**src/design/kst_pkg.sv**
```systemverilog
// Shared types and constants of the keyword source tokenizer.
package kst_pkg;

	// Longest word or number kept; longer text is cut and flagged
	localparam int MAX_TEXT_LEN = 32;
	localparam int LEN_W        = $clog2(MAX_TEXT_LEN + 1);
	localparam int IDX_W        = $clog2(MAX_TEXT_LEN);

	typedef enum logic [1:0] {
		MODE_IDLE,
		MODE_WORD,
		MODE_NUM
	} scan_mode_t;

	// Source of the next output beat
	typedef enum logic [1:0] {
		SRC_TOKEN,   // single token from the held byte (punct, unknown, end)
		SRC_KW,      // keyword token
		SRC_CHAR     // one buffered character of a word or number
	} out_src_t;

	// Controller to datapath commands
	typedef struct packed {
		logic     latch;     // capture the incoming beat
		logic     append;    // add held byte to the current word or number
		logic     start;     // open a new word or number with the held byte
		logic     clear;     // drop the buffered text after a flush
		logic     rd_en;     // read the buffer at the flush index
		logic     idx_clr;
		logic     idx_inc;
		logic     emit;      // load the output register
		out_src_t src;
		logic     last;      // final beat caused by the held input
	} dp_cmd_t;

	// Datapath to controller status
	typedef struct packed {
		scan_mode_t mode;
		logic       eos;
		logic       is_space;
		logic       is_letter;
		logic       is_digit;
		logic       cont;        // held byte continues the current text
		logic       kw_hit;      // buffered word is a keyword
		logic       final_char;  // flush index points at the last character
		logic       slot_free;   // output register can take a beat
	} dp_status_t;

endpackage

```
**src/design/kst_datapath.sv**
```systemverilog
// Datapath: held byte, character classes, text buffer, keyword match and output register.
module kst_datapath import kst_pkg::*; (
	input  logic       clk,
	input  logic       arst_n,
	input  logic [7:0] in_ch,
	input  logic       in_eos,
	input  dp_cmd_t    cmd,
	output dp_status_t status,
	input  logic       out_ready,
	output logic       out_valid,
	output logic [4:0] out_kind,
	output logic [7:0] out_char,
	output logic       out_tend,
	output logic       out_trunc,
	output logic       out_last
);

	localparam int NUM_KW     = 6;
	localparam int KW_MAX_LEN = 8;
	localparam int KW_POS_W   = $clog2(KW_MAX_LEN);

	localparam logic [4:0] KIND_IDENT   = 5'd6;
	localparam logic [4:0] KIND_NUMBER  = 5'd7;
	localparam logic [4:0] KIND_LBRACE  = 5'd8;
	localparam logic [4:0] KIND_RBRACE  = 5'd9;
	localparam logic [4:0] KIND_SEMI    = 5'd10;
	localparam logic [4:0] KIND_EQUAL   = 5'd11;
	localparam logic [4:0] KIND_LPAREN  = 5'd12;
	localparam logic [4:0] KIND_RPAREN  = 5'd13;
	localparam logic [4:0] KIND_COMMA   = 5'd14;
	localparam logic [4:0] KIND_UNKNOWN = 5'd15;
	localparam logic [4:0] KIND_END     = 5'd16;

	localparam logic [7:0] CH_UNDERSCORE = 8'h5F;

	localparam logic [3:0] KW_LEN [NUM_KW] = '{4'd6, 4'd5, 4'd6, 4'd5, 4'd6, 4'd8};
	localparam logic [7:0] KW_TEXT [NUM_KW][KW_MAX_LEN] = '{
		'{"m", "o", "d", "u", "l", "e", 8'h00, 8'h00},
		'{"i", "n", "p", "u", "t", 8'h00, 8'h00, 8'h00},
		'{"o", "u", "t", "p", "u", "t", 8'h00, 8'h00},
		'{"s", "t", "a", "g", "e", 8'h00, 8'h00, 8'h00},
		'{"a", "l", "w", "a", "y", "s", 8'h00, 8'h00},
		'{"p", "i", "p", "e", "l", "i", "n", "e"}
	};

	// Character at position pos equals keyword k's character there
	function automatic logic kw_char_ok(input int k, input logic [LEN_W-1:0] pos,
		input logic [7:0] c);
		logic in_range;
		in_range = pos < LEN_W'(KW_LEN[k]);
		return in_range && (KW_TEXT[k][pos[KW_POS_W-1:0]] == c);
	endfunction

	logic [7:0]        ch_q;
	logic              eos_q;
	scan_mode_t        mode_q;
	logic [LEN_W-1:0]  len_q;
	logic              ovf_q;
	logic [NUM_KW-1:0] match_q;
	logic [IDX_W-1:0]  idx_q;
	logic [7:0]        rd_data_q;
	logic [7:0]        text_mem [MAX_TEXT_LEN];

	logic              is_letter, is_digit, is_space, room;
	logic [NUM_KW-1:0] kw_vec;
	logic [4:0]        kw_kind;
	logic [4:0]        tok_kind;
	logic [7:0]        tok_char;
	logic              final_char;

	// Character classes of the held byte
	assign is_letter = (ch_q >= 8'h41 && ch_q <= 8'h5A) || (ch_q >= 8'h61 && ch_q <= 8'h7A);
	assign is_digit  = ch_q >= 8'h30 && ch_q <= 8'h39;
	assign is_space  = ch_q == 8'h20 || (ch_q >= 8'h09 && ch_q <= 8'h0D);
	assign room      = len_q < LEN_W'(MAX_TEXT_LEN);

	// Keyword hit: every character matched and the length agrees
	always_comb begin
		kw_kind = 5'd0;
		for (int k = NUM_KW - 1; k >= 0; k--) begin
			kw_vec[k] = match_q[k] && (len_q == LEN_W'(KW_LEN[k]));
			if (kw_vec[k]) begin
				kw_kind = 5'(k);
			end
		end
	end

	// Single-beat token from the held byte
	always_comb begin
		tok_char = 8'h00;
		if (eos_q) begin
			tok_kind = KIND_END;
		end else begin
			case (ch_q)
				"{":     tok_kind = KIND_LBRACE;
				"}":     tok_kind = KIND_RBRACE;
				";":     tok_kind = KIND_SEMI;
				"=":     tok_kind = KIND_EQUAL;
				"(":     tok_kind = KIND_LPAREN;
				")":     tok_kind = KIND_RPAREN;
				",":     tok_kind = KIND_COMMA;
				default: begin
					tok_kind = KIND_UNKNOWN;
					tok_char = ch_q;
				end
			endcase
		end
	end

	assign final_char = (LEN_W'(idx_q) + LEN_W'(1)) == len_q;

	always_comb begin
		status.mode       = mode_q;
		status.eos        = eos_q;
		status.is_space   = is_space;
		status.is_letter  = is_letter;
		status.is_digit   = is_digit;
		status.cont       = (mode_q == MODE_WORD && (is_letter || is_digit
			|| ch_q == CH_UNDERSCORE)) || (mode_q == MODE_NUM && is_digit);
		status.kw_hit     = mode_q == MODE_WORD && !ovf_q && (|kw_vec);
		status.final_char = final_char;
		status.slot_free  = !out_valid || out_ready;
	end

	// Held input beat
	always_ff @(posedge clk) begin
		if (cmd.latch) begin
			ch_q  <= in_ch;
			eos_q <= in_eos;
		end
	end

	// Scan state: mode, length, overflow and keyword match bits
	always_ff @(posedge clk or negedge arst_n) begin
		if (!arst_n) begin
			mode_q  <= MODE_IDLE;
			len_q   <= '0;
			ovf_q   <= 1'b0;
			match_q <= '0;
		end else if (cmd.start) begin
			mode_q <= is_letter ? MODE_WORD : MODE_NUM;
			len_q  <= LEN_W'(1);
			ovf_q  <= 1'b0;
			for (int k = 0; k < NUM_KW; k++) begin
				match_q[k] <= kw_char_ok(k, '0, ch_q);
			end
		end else if (cmd.append) begin
			if (room) begin
				len_q <= len_q + LEN_W'(1);
				for (int k = 0; k < NUM_KW; k++) begin
					match_q[k] <= match_q[k] && kw_char_ok(k, len_q, ch_q);
				end
			end else begin
				ovf_q <= 1'b1;
			end
		end else if (cmd.clear) begin
			mode_q <= MODE_IDLE;
			len_q  <= '0;
			ovf_q  <= 1'b0;
		end
	end

	// Text buffer: one write port, one registered read port
	always_ff @(posedge clk) begin
		if (cmd.start) begin
			text_mem[0] <= ch_q;
		end else if (cmd.append && room) begin
			text_mem[len_q[IDX_W-1:0]] <= ch_q;
		end
		if (cmd.rd_en) begin
			rd_data_q <= text_mem[idx_q];
		end
	end

	// Flush index
	always_ff @(posedge clk or negedge arst_n) begin
		if (!arst_n) begin
			idx_q <= '0;
		end else if (cmd.idx_clr) begin
			idx_q <= '0;
		end else if (cmd.idx_inc) begin
			idx_q <= idx_q + IDX_W'(1);
		end
	end

	// Output register
	always_ff @(posedge clk or negedge arst_n) begin
		if (!arst_n) begin
			out_valid <= 1'b0;
		end else if (cmd.emit) begin
			out_valid <= 1'b1;
		end else if (out_ready) begin
			out_valid <= 1'b0;
		end
	end

	always_ff @(posedge clk) begin
		if (cmd.emit) begin
			out_last <= cmd.last;
			case (cmd.src)
				SRC_KW: begin
					out_kind  <= kw_kind;
					out_char  <= 8'h00;
					out_tend  <= 1'b1;
					out_trunc <= 1'b0;
				end
				SRC_CHAR: begin
					out_kind  <= (mode_q == MODE_NUM) ? KIND_NUMBER : KIND_IDENT;
					out_char  <= rd_data_q;
					out_tend  <= final_char;
					out_trunc <= ovf_q;
				end
				default: begin
					out_kind  <= tok_kind;
					out_char  <= tok_char;
					out_tend  <= 1'b1;
					out_trunc <= 1'b0;
				end
			endcase
		end
	end

endmodule

```
**src/design/kst_ctrl.sv**
```systemverilog
// Controller: sequences byte handling, keyword and character flushes.
module kst_ctrl import kst_pkg::*; (
	input  logic       clk,
	input  logic       arst_n,
	input  logic       in_valid,
	output logic       in_ready,
	input  dp_status_t status,
	output dp_cmd_t    cmd
);

	typedef enum logic [1:0] {
		ST_IDLE,
		ST_PROC,
		ST_FLUSH_RD,
		ST_FLUSH_WR
	} state_t;

	state_t state_q, state_d;
	logic   quiet;

	assign in_ready = state_q == ST_IDLE;

	// Held byte gives no beat once the scanner is idle
	assign quiet = !status.eos && (status.is_space || status.is_letter || status.is_digit);

	// Next state and commands
	always_comb begin
		state_d = state_q;
		cmd     = '0;
		cmd.src = SRC_TOKEN;
		unique case (state_q)
			ST_IDLE: begin
				if (in_valid) begin
					cmd.latch = 1'b1;
					state_d   = ST_PROC;
				end
			end
			ST_PROC: begin
				if (!status.eos && status.mode != MODE_IDLE && status.cont) begin
					cmd.append = 1'b1;
					state_d    = ST_IDLE;
				end else if (status.mode != MODE_IDLE) begin
					// held byte ends the pending text
					if (status.kw_hit) begin
						if (status.slot_free) begin
							cmd.emit  = 1'b1;
							cmd.src   = SRC_KW;
							cmd.last  = quiet;
							cmd.clear = 1'b1;
						end
					end else begin
						cmd.idx_clr = 1'b1;
						state_d     = ST_FLUSH_RD;
					end
				end else if (status.eos) begin
					if (status.slot_free) begin
						cmd.emit = 1'b1;
						cmd.last = 1'b1;
						state_d  = ST_IDLE;
					end
				end else if (status.is_space) begin
					state_d = ST_IDLE;
				end else if (status.is_letter || status.is_digit) begin
					cmd.start = 1'b1;
					state_d   = ST_IDLE;
				end else if (status.slot_free) begin
					cmd.emit = 1'b1;
					cmd.last = 1'b1;
					state_d  = ST_IDLE;
				end
			end
			ST_FLUSH_RD: begin
				cmd.rd_en = 1'b1;
				state_d   = ST_FLUSH_WR;
			end
			ST_FLUSH_WR: begin
				if (status.slot_free) begin
					cmd.emit = 1'b1;
					cmd.src  = SRC_CHAR;
					cmd.last = status.final_char && quiet;
					if (status.final_char) begin
						cmd.clear = 1'b1;
						state_d   = ST_PROC;
					end else begin
						cmd.idx_inc = 1'b1;
						state_d     = ST_FLUSH_RD;
					end
				end
			end
			default: state_d = ST_IDLE;
		endcase
	end

	always_ff @(posedge clk or negedge arst_n) begin
		if (!arst_n) begin
			state_q <= ST_IDLE;
		end else begin
			state_q <= state_d;
		end
	end

endmodule

```
**src/design/keyword_source_tokenizer.sv**
```systemverilog
// Top level of the keyword source tokenizer: stream ports around controller and datapath.
// Takes one source byte per input beat and emits token beats. A byte that is skipped,
// buffered into a word or number, or gives a single punctuation, unknown or end token
// passes an accept step, then a decode step. When a byte ends a pending word or number,
// a keyword adds one more decode pass; an identifier or number adds one more decode pass
// plus a read and a write step per buffered character, as the buffer read is registered.
// Output beats wait in an output register, so the next byte is accepted while the last
// beat of the previous one is still unclaimed. No clearing pass is needed after reset.
module keyword_source_tokenizer import kst_pkg::*; (
	input  logic        clk,
	input  logic        arst_n,
	input  logic        s_axis_tvalid,
	output logic        s_axis_tready,
	input  logic [7:0]  s_axis_tdata,   // [7:0] ch
	input  logic        s_axis_tlast,   // end_of_source
	output logic        m_axis_tvalid,
	input  logic        m_axis_tready,
	output logic [15:0] m_axis_tdata,   // [7:0] text_char, [8] token_end, [15:9] zero
	output logic [5:0]  m_axis_tuser,   // [4:0] kind, [5] truncated
	output logic        m_axis_tlast    // last beat caused by the input beat
);

	dp_cmd_t    cmd;
	dp_status_t status;
	logic [4:0] out_kind;
	logic [7:0] out_char;
	logic       out_tend;
	logic       out_trunc;

	kst_ctrl u_ctrl (
		.clk      (clk),
		.arst_n   (arst_n),
		.in_valid (s_axis_tvalid),
		.in_ready (s_axis_tready),
		.status   (status),
		.cmd      (cmd)
	);

	kst_datapath u_datapath (
		.clk       (clk),
		.arst_n    (arst_n),
		.in_ch     (s_axis_tdata),
		.in_eos    (s_axis_tlast),
		.cmd       (cmd),
		.status    (status),
		.out_ready (m_axis_tready),
		.out_valid (m_axis_tvalid),
		.out_kind  (out_kind),
		.out_char  (out_char),
		.out_tend  (out_tend),
		.out_trunc (out_trunc),
		.out_last  (m_axis_tlast)
	);

	// Pack the result beat
	assign m_axis_tdata = {7'b0, out_tend, out_char};
	assign m_axis_tuser = {out_trunc, out_kind};

endmodule

```
**config.mk**
```make
export PLATFORM = sky130hd
export DESIGN_NAME = keyword_source_tokenizer
export DESIGN_NICKNAME = d
export VERILOG_FILES = /design/src/design/kst_pkg.sv /design/src/design/kst_datapath.sv /design/src/design/kst_ctrl.sv /design/src/design/keyword_source_tokenizer.sv
export SDC_FILE = /design/constraint.sdc
export NUM_CORES = 1
export LEC_CHECK = 0
export BUFFER_PORTS_ARGS = -buffer_cell sky130_fd_sc_hd__buf_4
export CAP_MARGIN = 10
export CORE_ASPECT_RATIO = 0.9
export CORE_UTILIZATION = 47
export DETAILED_ROUTE_END_ITERATION = 8
export PLACE_DENSITY = 0.62
export SLEW_MARGIN = 10
export SYNTH_ARGS = -nofsm -noshare
export SYNTH_HDL_FRONTEND = slang
export SYNTH_SLANG_ARGS = --single-unit
```
**constraint.sdc**
```tcl
create_clock -name clk -period 3.8 [get_ports clk]
set_clock_uncertainty 0.05 [all_clocks]
set_input_delay 1.14 -clock clk [delete_from_list [all_inputs] [get_ports clk]]
set_output_delay 1.14 -clock clk [all_outputs]
set_load 0.03 [all_outputs]
```
==> results.md, run 1 <==
* Status: finished clean
* Adder-Cell Fraction of Synth Area at less than 1%
* Largest net degree at the start of global routing at 66
* Asr flop ratio synth at 7.372%
* Synth warn at 0
* Final setup TNS at 0 ns
* Post-Synth Simple-Gate Area at 7.244%
* Vias at 7727
* CTS Buffer Depth at 3
* Die height at between 150 and 200 um
* Grt ovf at 0
* GPL Wtd Cong at around 0.85
* Clk sink count at between 300 and 400
* Main synth FF type: edfxtp_1
* Final min period at about 3.3 ns
* Worst Slack Setup Final at roughly 0.47 ns
* Post_cts resized at 0
* Layout Cells excl Fill at roughly 1300
* Count of flip-flops with a built-in enable after synthesis at between 200 and 300
* Cell taking the most area after synthesis: edfxtp_1
* Gr usage total at a little over a fifth
* Leak pwr at 5.230 nW
* Netlist cell types at between 80 and 90
* RSZ-0062 raised after global routing: false
* Final WL at 32150 um
* Area share of the largest cell type after synthesis at 62.33%
* HPWL after DPL at 21650 um
* Startpoint Class: flip-flop
* Ports at 38
* Pwr Total at 9.071 mW
* Setup repair bufs after CTS at 0
* Endpoints failing setup at 0
* Initial antenna violation count at 1
* Final core occ at 54.18%
* Vias per Instance at approximately 5.9
* Multiplexer area fraction after synthesis at 14.03%
* Slowest Stage Delay on Critical Path at approximately 0.57 ns
* Max cap viols at 0
* Worst-path clk slew at 0.06 ns
* TritonCTS clock tree: yes
* CORE AREA at about 29000 um^2
* Synthesized cell area at 13920 um^2
* Register bit total from synthesis at ~310
* Post-CTS Hold Fix Bufs at 0
* Largest cells by area after synthesis: edfxtp_1 62%, mux4_2 13%, dfrtp_1 4.1%
* Post-synthesis compound-gate area fraction at ~6.6%
* WP data arrival at ~3.7 ns
* Sequential share of the synthesized area at 66.47%
* Hold Vio Cnt, Final at 0
* DR WL/cell at ~24 um
* DIE AREA at roughly 30000 um^2
* Fin crit share at between 80% and 90%
* Reg2reg path depth at 9
* CTS H-tree lvls at 1
* Top delay family on crit path: simple AND/OR/NAND/NOR gates
* Final-report max-slew violation count at 0
* Die Wd at 183.4 um
* Worst-Margin Slew at roughly 1 ns
* Worst endpoint required time at ~4.1 ns
* Site Rows at 59
* First-pass GRT wire length at 48830 um
* Worst path cell trace: buf_4, or4b_4, o22ai_4, a211o_2, nand4_1, ha_1, nor2b_1, a32oi_1, o21ai_0
* Worst hold-check path type: in2async
* Mapped Cells at between 800 and 900
* Fin nets at 923
* First-pass detailed-route iteration total at 6
* Slew headroom at 34.11%
* DP Worst Slack at 0.4937 ns
* Placed Cells at around 1300
* Largest family of logic cells by synthesized area: multiplexers
* Flop2flop setup slack at about 0.47 ns
* Initial Util at between 40% and 50%
* Post-route cell area at roughly 16000 um^2
* Layout area overhead at 12.91%
* CP Capture Type: flip-flop
* Worst VDD drop at ~390 uV
* Kind of critical path: reg2reg
* XOR/XNOR Fraction of Synth Area at under 10%
* Root Buffer Master: clkbuf_16
* Hold slack at between 0.4 and 0.5 ns
* Power per cell area at 577.1 nW/um^2
* Reg-to-reg endpoint: u_datapath.out_kind[0]
* Port buffer count at 30
* CP bufs+invs at 1
* Synth Area per Inst at between 15 and 20 um^2
* Routed Antenna Nets at 0
* Drt drc at 0
* Skew-Pair Late Insertion Delay at 0.55 ns
* Max Fclk at ~0.30 GHz
* RR Startpoint: u_datapath.ch_q[1]
* Vias in the first global route at around 7800
* Starting DRT DRC Count at roughly 730
* Ant. Diodes at 0
* Share of cells above drive strength 1 at around 27%
* CP max-delay cell: nor2b_1
* Inserted Clock Buffers at 31
* Area post-placement at between 10000 and 15000 um^2
* CP max FO at 14
* Setup crit start: u_datapath.ch_q[1]
## how the worst max path moves through the flow
stage	slack, ns	cells after the start	to
final	0.47	9	u_datapath.out_kind[0]
after global routing	0.19	10	u_datapath.out_kind[0]
after CTS	0.46	9	u_datapath.out_kind[0]
after detailed placement	0.49	9	u_datapath.out_kind[0]
after global placement	0.60	9	u_datapath.out_kind[0]
after floorplan	0.41	7	u_datapath.text_mem[5][0]
## area by class of cell
type | count | area [um^2]
timing repair buffer | 94 | 718.2
sequential | 312 | 9259
inverter | 14 | 52.55
clock inverter | 13 | 98.84
multi-input combinational | 446 | 4274
clock buffer | 43 | 820.8
tap | 396 | 495.5
fill | 2260 | 13290
## synthesized netlist by cell type, drive strengths merged (13+ instances only)
cell / number
edfxtp: 289
mux4: 80
buf: 45
nor2: 43
nand2: 40
nand3: 25
o21ai: 25
clkbuf: 23
dfrtp: 23
a21oi: 18
nor3: 17
xnor2: 16
inv: 13
## layout by cell type, fill, tap and decap left out, types with 4 or more instances in the layout
| cell type | synthesis | final |
|---|---|---|
| a211oi_1 | 4 | 4 |
| a21oi_1 | 16 | 16 |
| a22o_1 | 8 | 8 |
| and3_1 | 6 | 6 |
| buf_4 | 16 | 93 |
| clkbuf_1 | 22 | 12 |
| clkbuf_16 | 0 | 31 |
| clkinv_1 | 1 | 6 |
| conb_1 | 1 | 7 |
| dfrtp_1 | 23 | 21 |
| edfxtp_1 | 289 | 289 |
| ha_1 | 11 | 11 |
| inv_1 | 13 | 13 |
| mux2_2 | 9 | 9 |
| mux2i_1 | 5 | 5 |
| mux4_2 | 80 | 80 |
| nand2_1 | 39 | 39 |
| nand2b_1 | 8 | 8 |
| nand3_1 | 24 | 24 |
| nand3b_1 | 4 | 4 |
| nand4_1 | 6 | 6 |
| nor2_1 | 43 | 43 |
| nor2b_1 | 8 | 8 |
| nor3_1 | 17 | 17 |
| nor4_1 | 8 | 8 |
| o21a_1 | 6 | 6 |
| o21ai_0 | 18 | 18 |
| o21ai_1 | 6 | 6 |
| o22ai_1 | 6 | 6 |
| or3_1 | 4 | 4 |
| xnor2_1 | 16 | 16 |
| xor2_1 | 10 | 10 |
## flip-flops by register name, indices dropped and copies added, names as in the netlist, 2 cells and up
register / flops
u_datapath.out_char: 8
u_ctrl.state_q: 2
u_datapath.match_q: 6
u_datapath.mode_q: 2
u_datapath.len_q: 6
u_datapath.idx_q: 5
u_datapath.ch_q: 8
u_datapath.out_kind: 5
u_datapath.text_mem: 256
u_datapath.rd_data_q: 8
## worst register-to-register path, delay by kind of cell (launching register included)
kind / cells / cell delay (ns)
simple gates: 3 / 1.26
compound gates: 4 / 0.84
flops: 1 / 0.42
fa+ha+maj: 1 / 0.36
buf+inv: 1 / 0.22
## routing by layer
metal	vias to the layer above	routed length (um)	global-route usage (%)
met5	-	13	0
met4	2	811	6.288
met3	45	2024	4.298
met2	282	15280	34.88
met1	3948	14010	30.79
li1	3450	-	-
## power by group
part	switching (mW)	total [mW]	internal (mW)
Sequential	0.223	4.09	3.87
Clock	1.23	2.80	1.57
Combinational	1.03	2.18	1.15
Total	2.48	9.07	6.59
## cell families after synthesis
| family | count (synthesis) |
|---|---|
| buf+inv | 82 |
| other cells | 1 |
| simple gates | 192 |
| fa+ha+maj | 11 |
| compound gates | 116 |
| flops | 312 |
| mux | 94 |
| xor+xnor | 26 |
Note: power is estimated with default switching activity, not from simulation.
==> run 2, diff against run 1 <==
--- a/config.mk
+++ b/config.mk
@@ -14,4 +14,5 @@
 export SLEW_MARGIN = 10
 export SYNTH_ARGS = -nofsm -noshare
 export SYNTH_HDL_FRONTEND = slang
+export SYNTH_HIERARCHICAL = 1
 export SYNTH_SLANG_ARGS = --single-unit
==> run 2 against run 1 <==
Cell count grew 9.1%. Via count up 8.0%. Area after synthesis grew 0.51%. Sequential cell count did not move. Utilization is 0.37 points higher. Largest power group unchanged.
==> results.md, run 2 <==
* Status: finished clean
* Final setup TNS at 0 ns
* Flop2flop setup slack at approximately 0.089 ns
* RSZ-0062 raised after global routing: true
* Starting DRT DRC Count at between 800 and 900
* Fin nets at between 1000 and 1500
* Final WL at between 30000 and 40000 um
* Kind of critical path: reg2reg
* First-pass detailed-route iteration total at 5
* Area post-placement at ~15000 um^2
* Skew-Pair Late Insertion Delay at about 0.57 ns
* Drt drc at 0
* Sequential share of the synthesized area at 66.13%
* Startpoint Class: flip-flop
* CTS Buffer Depth at 3
* Reg-to-reg endpoint: u_datapath/text_mem[2][0]
* Asr flop ratio synth at under 10%
* Leak pwr at between 5 and 6 nW
* Vias at about 8300
* Max cap viols at 0
* Main synth FF type: edfxtp_1
* Layout Cells excl Fill at between 1000 and 1500
* Inserted Clock Buffers at 31
* DIE AREA at slightly above 30000 um^2
* DR WL/cell at roughly 23 um
* CTS H-tree lvls at 1
* HPWL after DPL at between 20000 and 25000 um
* Worst-Margin Slew at 0.9711 ns
* Grt ovf at 0
* CP Capture Type: flip-flop
* Gr usage total at ~22%
* GPL Wtd Cong at between 0.8 and 0.9
* Initial antenna violation count at 2
* Clk sink count at 312
* Routed Antenna Nets at 0
* Root Buffer Master: clkbuf_16
* TritonCTS clock tree: yes
* Biggest register: u_datapath/text_mem
* Register bit total from synthesis at 312
* Leading cell type in the layout, fill and taps excluded: edfxtp_1
* Worst Slack Setup Final at 0.08936 ns
* Cell taking the most area after synthesis: edfxtp_1
* Power per cell area at between 600 and 700 nW/um^2
* Worst path cell trace: o21a_1, nor4_1, o2bb2ai_1, nand2b_2, nor3_2, nand2b_1, nor2_1, buf_4, nand2_1, nor2_2
* Top-count cell post-synth: edfxtp_1
* Worst endpoint required time at a little under 4 ns
* Worst VDD drop at 366.0 uV
* Most frequent cells after synthesis: 289 x edfxtp_1, 68 x mux2i_1, 60 x nand2_1, 55 x nor2_1, 43 x a21oi_1
* CP max FO at 10
* CP bufs+invs at 1
* Slowest Stage Delay on Critical Path at 0.57 ns
* Slew headroom at a little over a third
* Vias per Instance at slightly below 6
* RR Startpoint: u_datapath/ch_q[2]
* Area share of the largest cell type after synthesis at around 62%
* Final-report max-slew violation count at 0
* Synth warn at 6
* Largest cells by area after synthesis: edfxtp_1 62%, mux4_2 5.2%, mux2i_1 4.9%
* DP Worst Slack at 0.1422 ns
* Share of cells above drive strength 1 at about 20%
* Fin crit share at 97.65%
* Die Wd at between 150 and 200 um
* Worst-path clk slew at about 0.070 ns
* Largest register FFs at about 260
* Placed Cells at between 1000 and 1500
* Top delay family on crit path: simple AND/OR/NAND/NOR gates
* Die height at 165.7 um
* First-pass GRT wire length at between 50000 and 60000 um
* Reg2reg path depth at 10
* Port buffer count at 30
* Vias in the first global route at 8143
* Hold slack at 0.4219 ns
* Initial Util at roughly half
* Post_cts resized at 0
* Synth Area per Inst at 14.55 um^2
* # fillers at 2413
* Netlist cell types at 73
* Endpoints failing setup at 0
* Site Rows at 59
* Post-CTS Hold Fix Bufs at 0
* Worst setup path endpoint: u_datapath/text_mem[2][0]
* Setup crit start: u_datapath/ch_q[2]
* Mapped Cells at around 960
* Count of flip-flops with a built-in enable after synthesis at between 200 and 300
* CP max-delay cell: nor2_2
* Hold Vio Cnt, Final at 0
* Largest net degree at the start of global routing at between 50 and 60
* Ports at 38
* Layout area overhead at 13.39%
* Stages on worst setup path at 10
* Synthesized cell area at approximately 14000 um^2
* Max Fclk at ~0.27 GHz
* Final min period at between 3 and 4 ns
* Most frequent cells in the layout: 289 x edfxtp_1, 90 x buf_4, 68 x mux2i_1, 60 x nand2_1, 43 x a21oi_1
* Final core occ at approximately 55%
* WP data arrival at between 3 and 4 ns
* Pwr Total at between 10 and 15 mW
* Worst hold-check path type: in2async
* CORE AREA at between 20000 and 30000 um^2
* Setup repair bufs after CTS at 0
* Post-route cell area at 15870 um^2
## run 2: changes by cell type in the layout (fill, tap and decap cells not counted), sizes merged, moves of 8 or more
| cell | change |
|---|---|
| nand2 | +20 |
| a22oi | +32 |
| nor2 | +14 |
| nand2b | +22 |
| mux2i | +63 |
| clkbuf | -9 |
| mux2 | -8 |
| mux4 | -48 |
| nand3 | +9 |
| a21oi | +25 |
## run 2: worst register-to-register path, stage by stage (launching register included)
cell       delay, ns
edfxtp_1        0.52
o21a_1          0.25
nor4_1          0.53
o2bb2ai_1       0.19
nand2b_2        0.12
nor3_2          0.23
nand2b_1        0.15
nor2_1          0.15
buf_4           0.20
nand2_1         0.39
nor2_2          0.57
## run 2: power breakdown
group          internal, mW  switching (mW)
Sequential             4.02           0.165
Clock                  1.83            1.29
Combinational          1.25            1.87
Total                  7.10            3.33
## run 2: area by class of cell
cell class	instances	area (um^2)	share of cell area, %
diodes	2	5.005	0.03154
repair buffers	90	675.6	4.258
inverters	13	48.80	0.3075
clock inverters	24	252.7	1.593
clock buffers	34	787.0	4.960
flip-flops and latches	312	9259	58.35
well taps	396	495.5	3.123
multi-input cells	567	4343	27.37
## run 2: layer usage
metal / global-route usage [%] / vias up / routed length, um
met5: 0 / - / 0
met4: 6.884 / 0 / 969
met2: 34.78 / 314 / 15660
met1: 32.34 / 4188 / 14360
li1: - / 3783 / -
met3: 2.529 / 62 / 2124
## run 2: worst min path at each step
stage,start,to,depth (start not counted)
2_1_floorplan,u_datapath/match_q[1],u_datapath/match_q[1],2
3_3_place_gp,u_datapath/rd_data_q[3],u_datapath/out_char[3],1
3_5_place_dp,u_datapath/rd_data_q[3],u_datapath/out_char[3],1
4_1_cts,arst_n,u_datapath/len_q[2],1
5_1_grt,arst_n,u_datapath/idx_q[2],1
6_report,arst_n,u_datapath/idx_q[1],1
## run 2: cells by family (layout without fill, tap and decap cells)
kind of cell,Yosys count,after routing,share of synthesized area [%]
AOI/OAI and AO/OA,148,148,7.144
and+or+nand+nor,274,274,10.43
other,1,9,0.02680
muxes,101,101,10.09
buffers and inverters,89,161,3.541
DFF,312,312,66.13
xor gates and xnor gates,25,25,1.565
adders and majority gates,12,12,1.073
==> run 3, diff against run 2 <==
--- a/config.mk
+++ b/config.mk
@@ -5,6 +5,7 @@
 export SDC_FILE = /design/constraint.sdc
 export NUM_CORES = 1
 export LEC_CHECK = 0
+export ABC_AREA = 1
 export BUFFER_PORTS_ARGS = -buffer_cell sky130_fd_sc_hd__buf_4
 export CAP_MARGIN = 10
 export CORE_ASPECT_RATIO = 0.9
==> run 3 against run 2 <==
Die area is 1.4% higher. Critical path type unchanged. Sequential share of layout area is 0.92 points lower. Critical endpoint is now u_datapath/out_kind[2]. Area after synthesis is 1.4% higher. Cell count is 31% higher. Final area is 1.6% higher. Largest cell class unchanged.
==> results.md, run 3 <==
* Status: finished clean
* Final-report max-slew violation count at 0
* Post-synthesis compound-gate area fraction at slightly above 9%
* CORE AREA at between 20000 and 30000 um^2
* Comb pwr share at 28.3%
* Area share of the largest cell type after synthesis at around three fifths
* Hold Vio Cnt, Final at 0
* Post-CTS Hold Fix Bufs at 0
* Site Rows at roughly 60
* Starting DRT DRC Count at roughly 1100
* Worst Slack Setup Final at about 0.2 ns
* Worst-path clk slew at about 0.06 ns
* CTS Buffer Depth at 3
* Netlist cell types at 41
* Share of cells above drive strength 1 at between 10% and 20%
* TritonCTS clock tree: yes
* Slowest Stage Delay on Critical Path at between 0.5 and 0.6 ns
* Leading cell type in the layout, fill and taps excluded: nand2_1
* Clk sink count at ~310
* Switching portion of total power at 34.49%
* HPWL after DPL at about 25000 um
* Vias at between 10000 and 15000
* Worst VDD drop at between 300 and 400 uV
* CP Capture Type: flip-flop
* Largest register FFs at roughly 260
* Kind of critical path: reg2reg
* Initial antenna violation count at 0
* Final min period at roughly 3.6 ns
* Internal power at 6.515 mW
* Count of flip-flops with a built-in enable after synthesis at 289
* Die Wd at 185.1 um
* First-pass GRT wire length at about 57000 um
* Slew headroom at between 50 and 60%
* XOR/XNOR Fraction of Synth Area at less than 1%
* Vias per Instance at between 5 and 6
* Synth Area per Inst at a little over 10 um^2
* Synthesized cell area at between 10000 and 15000 um^2
* Worst-Margin Slew at 0.7473 ns
* Initial Util at around half
* Top-count cell post-synth: nand2_1
* Post-Synth Simple-Gate Area at about 19%
* Pwr Total at ~10 mW
* Startpoint Class: flip-flop
* Worst endpoint required time at around 4 ns
* Final WL at 36870 um
* Cell taking the most area after synthesis: edfxtp_1
* Largest family of logic cells by synthesized area: simple AND/OR/NAND/NOR gates
* Grt ovf at 0
* Inserted Clock Buffers at 34
* Register bit total from synthesis at between 300 and 400
* Largest cells by area after synthesis: edfxtp_1 61%, nand2_1 9.4%, nor2_1 4.8%
* Root Buffer Master: clkbuf_16
* Max Fclk at about 0.28 GHz
* Fin crit share at 94.79%
* GPL Wtd Cong at about 0.89
* CP max-delay cell: dfrtp_2
* Biggest register: u_datapath/text_mem
* Synth warn at 6
* Leak pwr at between 6 and 7 nW
* Skew-Pair Late Insertion Delay at roughly 0.52 ns
* Worst path cell trace: nand2_4, inv_2, nand3_1, inv_1, nand2_1, nand3_1, nor3_1, nor2_1, a21boi_4, nand2_2, nor2_1, inv_1, ha_1, inv_1, nand2_1, clkinvlp_4, a21oi_1, nand2_1
* Asr flop ratio synth at about 7.4%
* WP data arrival at about 3.8 ns
* First-pass detailed-route iteration total at 6
* DP Worst Slack at -0.1401 ns
* Drt drc at 0
* Endpoints failing setup at 0
* Flop2flop setup slack at approximately 0.20 ns
* Main synth FF type: edfxtp_1
* CTS H-tree lvls at 2
* Ant. Diodes at 0
* Clock share of power at between 30% and 40%
* Mapped Cells at between 1000 and 1500
* Multiplexer area fraction after synthesis at 0%
* Die height at roughly 170 um
* DIE AREA at slightly above 30000 um^2
* Adder-Cell Fraction of Synth Area at 1.058%
* Most frequent cells in the layout: 353 x nand2_1, 289 x edfxtp_1, 179 x nor2_1, 103 x o21ai_0, 102 x buf_4
* DR WL/cell at approximately 20 um
* Port buffer count at 30
* Seq pwr share at 40.7%
* Sequential share of the synthesized area at about two thirds
* Ports at 38
* NetSw at ~3.4 mW
* Gr usage total at ~25%
* Power per cell area at a little over 600 nW/um^2
* Max cap viols at 0
* Largest net degree at the start of global routing at 65
* Routed Antenna Nets at 0
* Worst hold-check path type: reg2reg
* CP max FO at 9
* Vias in the first global route at 9969
* Fin nets at around 1500
* Layout area overhead at 13.64%
* Most frequent cells after synthesis: 354 x nand2_1, 289 x edfxtp_1, 180 x nor2_1, 103 x o21ai_0, 79 x a21oi_1
-- run 3: changes by cell type in the layout (fill, tap and decap cells not counted), sizes merged, moves of 38 or more --
cell,previous run,this run
inv,13,88
o21ai,19,113
mux2i,68,0
nand2,60,363
o22ai,3,41
nor2,57,184
-- run 3: final cells by class --
cell class / count / area [um^2]
clock buffers: 47 / 940.9
clock inverters: 11 / 90.09
fillers: 2614 / 13190
inverters: 89 / 341.6
multi-input cells: 919 / 4217
flip-flops and latches: 312 / 9259
well taps: 396 / 495.5
repair buffers: 103 / 777.0
-- run 3: metrics by stage --
stage               utilization, %  setup TNS (ns)  cells  cell area (um^2)  hold slack, ns
finish                       55.01               0   1877             16120          0.4438
global route                 55.01       -0.003481   1877             16120          0.5011
CTS                          54.81               0   1874             16060          0.4576
detailed placement           51.29         -0.5273   1816             15030          0.4448
global placement             51.29         -0.1275   1816             15030          0.4378
floorplan                        -               0   1397             14210          0.3922
-- run 3: repair_timing --
item,4_1_cts,5_1_grt
resized for setup,1,9
endpoints found under the setup margin,11,227
endpoints found under the hold margin,0,0
pin swaps,0,0
buffers inserted,0,3
-- run 3: worst max-delay path: cells and delay by family, from the launching register on --
kind | cells | cell delay [ns]
fa+ha+maj | 1 | 0.30
compound gates | 2 | 0.46
buf+inv | 5 | 0.64
flops | 1 | 0.51
simple gates | 10 | 1.38
-- run 3: final timing paths --
| check | startpoint | to | depth (start not counted) |
|---|---|---|---|
| min in group asynchronous | arst_n | u_datapath/out_valid | 1 |
| worst max register to register | u_datapath/len_q[1] | u_datapath/out_kind[2] | 18 |
| worst min-delay path | u_datapath/match_q[2] | u_datapath/match_q[2] | 2 |
| worst max-delay path | u_datapath/len_q[1] | u_datapath/out_kind[2] | 18 |
| worst min register to register | u_datapath/match_q[2] | u_datapath/match_q[2] | 2 |
| max in group asynchronous | arst_n | u_datapath/idx_q[0] | 1 |
-- run 3: power by group through the flow --
stage	sequential [mW]	combinational [mW]	clock, mW
2_1_floorplan	4.20	1.80	0
3_3_place_gp	4.11	2.75	0
3_5_place_dp	4.12	2.77	0
4_1_cts	4.05	2.78	3.14
5_1_grt	4.06	3.09	3.27
6_report	4.04	2.81	3.09
-- run 3: logic make-up after synthesis --
logic type	count (synthesis)
simple gates	648
compound gates	242
other cells	1
buf+inv	166
flops	312
xor+xnor	10
fa+ha+maj	12
-- run 3: metal layers --
layer	track usage, %	up-vias	routed length [um]
li1	-	4891	-
met4	7.977	0	857
met1	37.90	4889	16950
met3	3.914	64	3200
met2	35.68	466	15870
met5	0	-	0
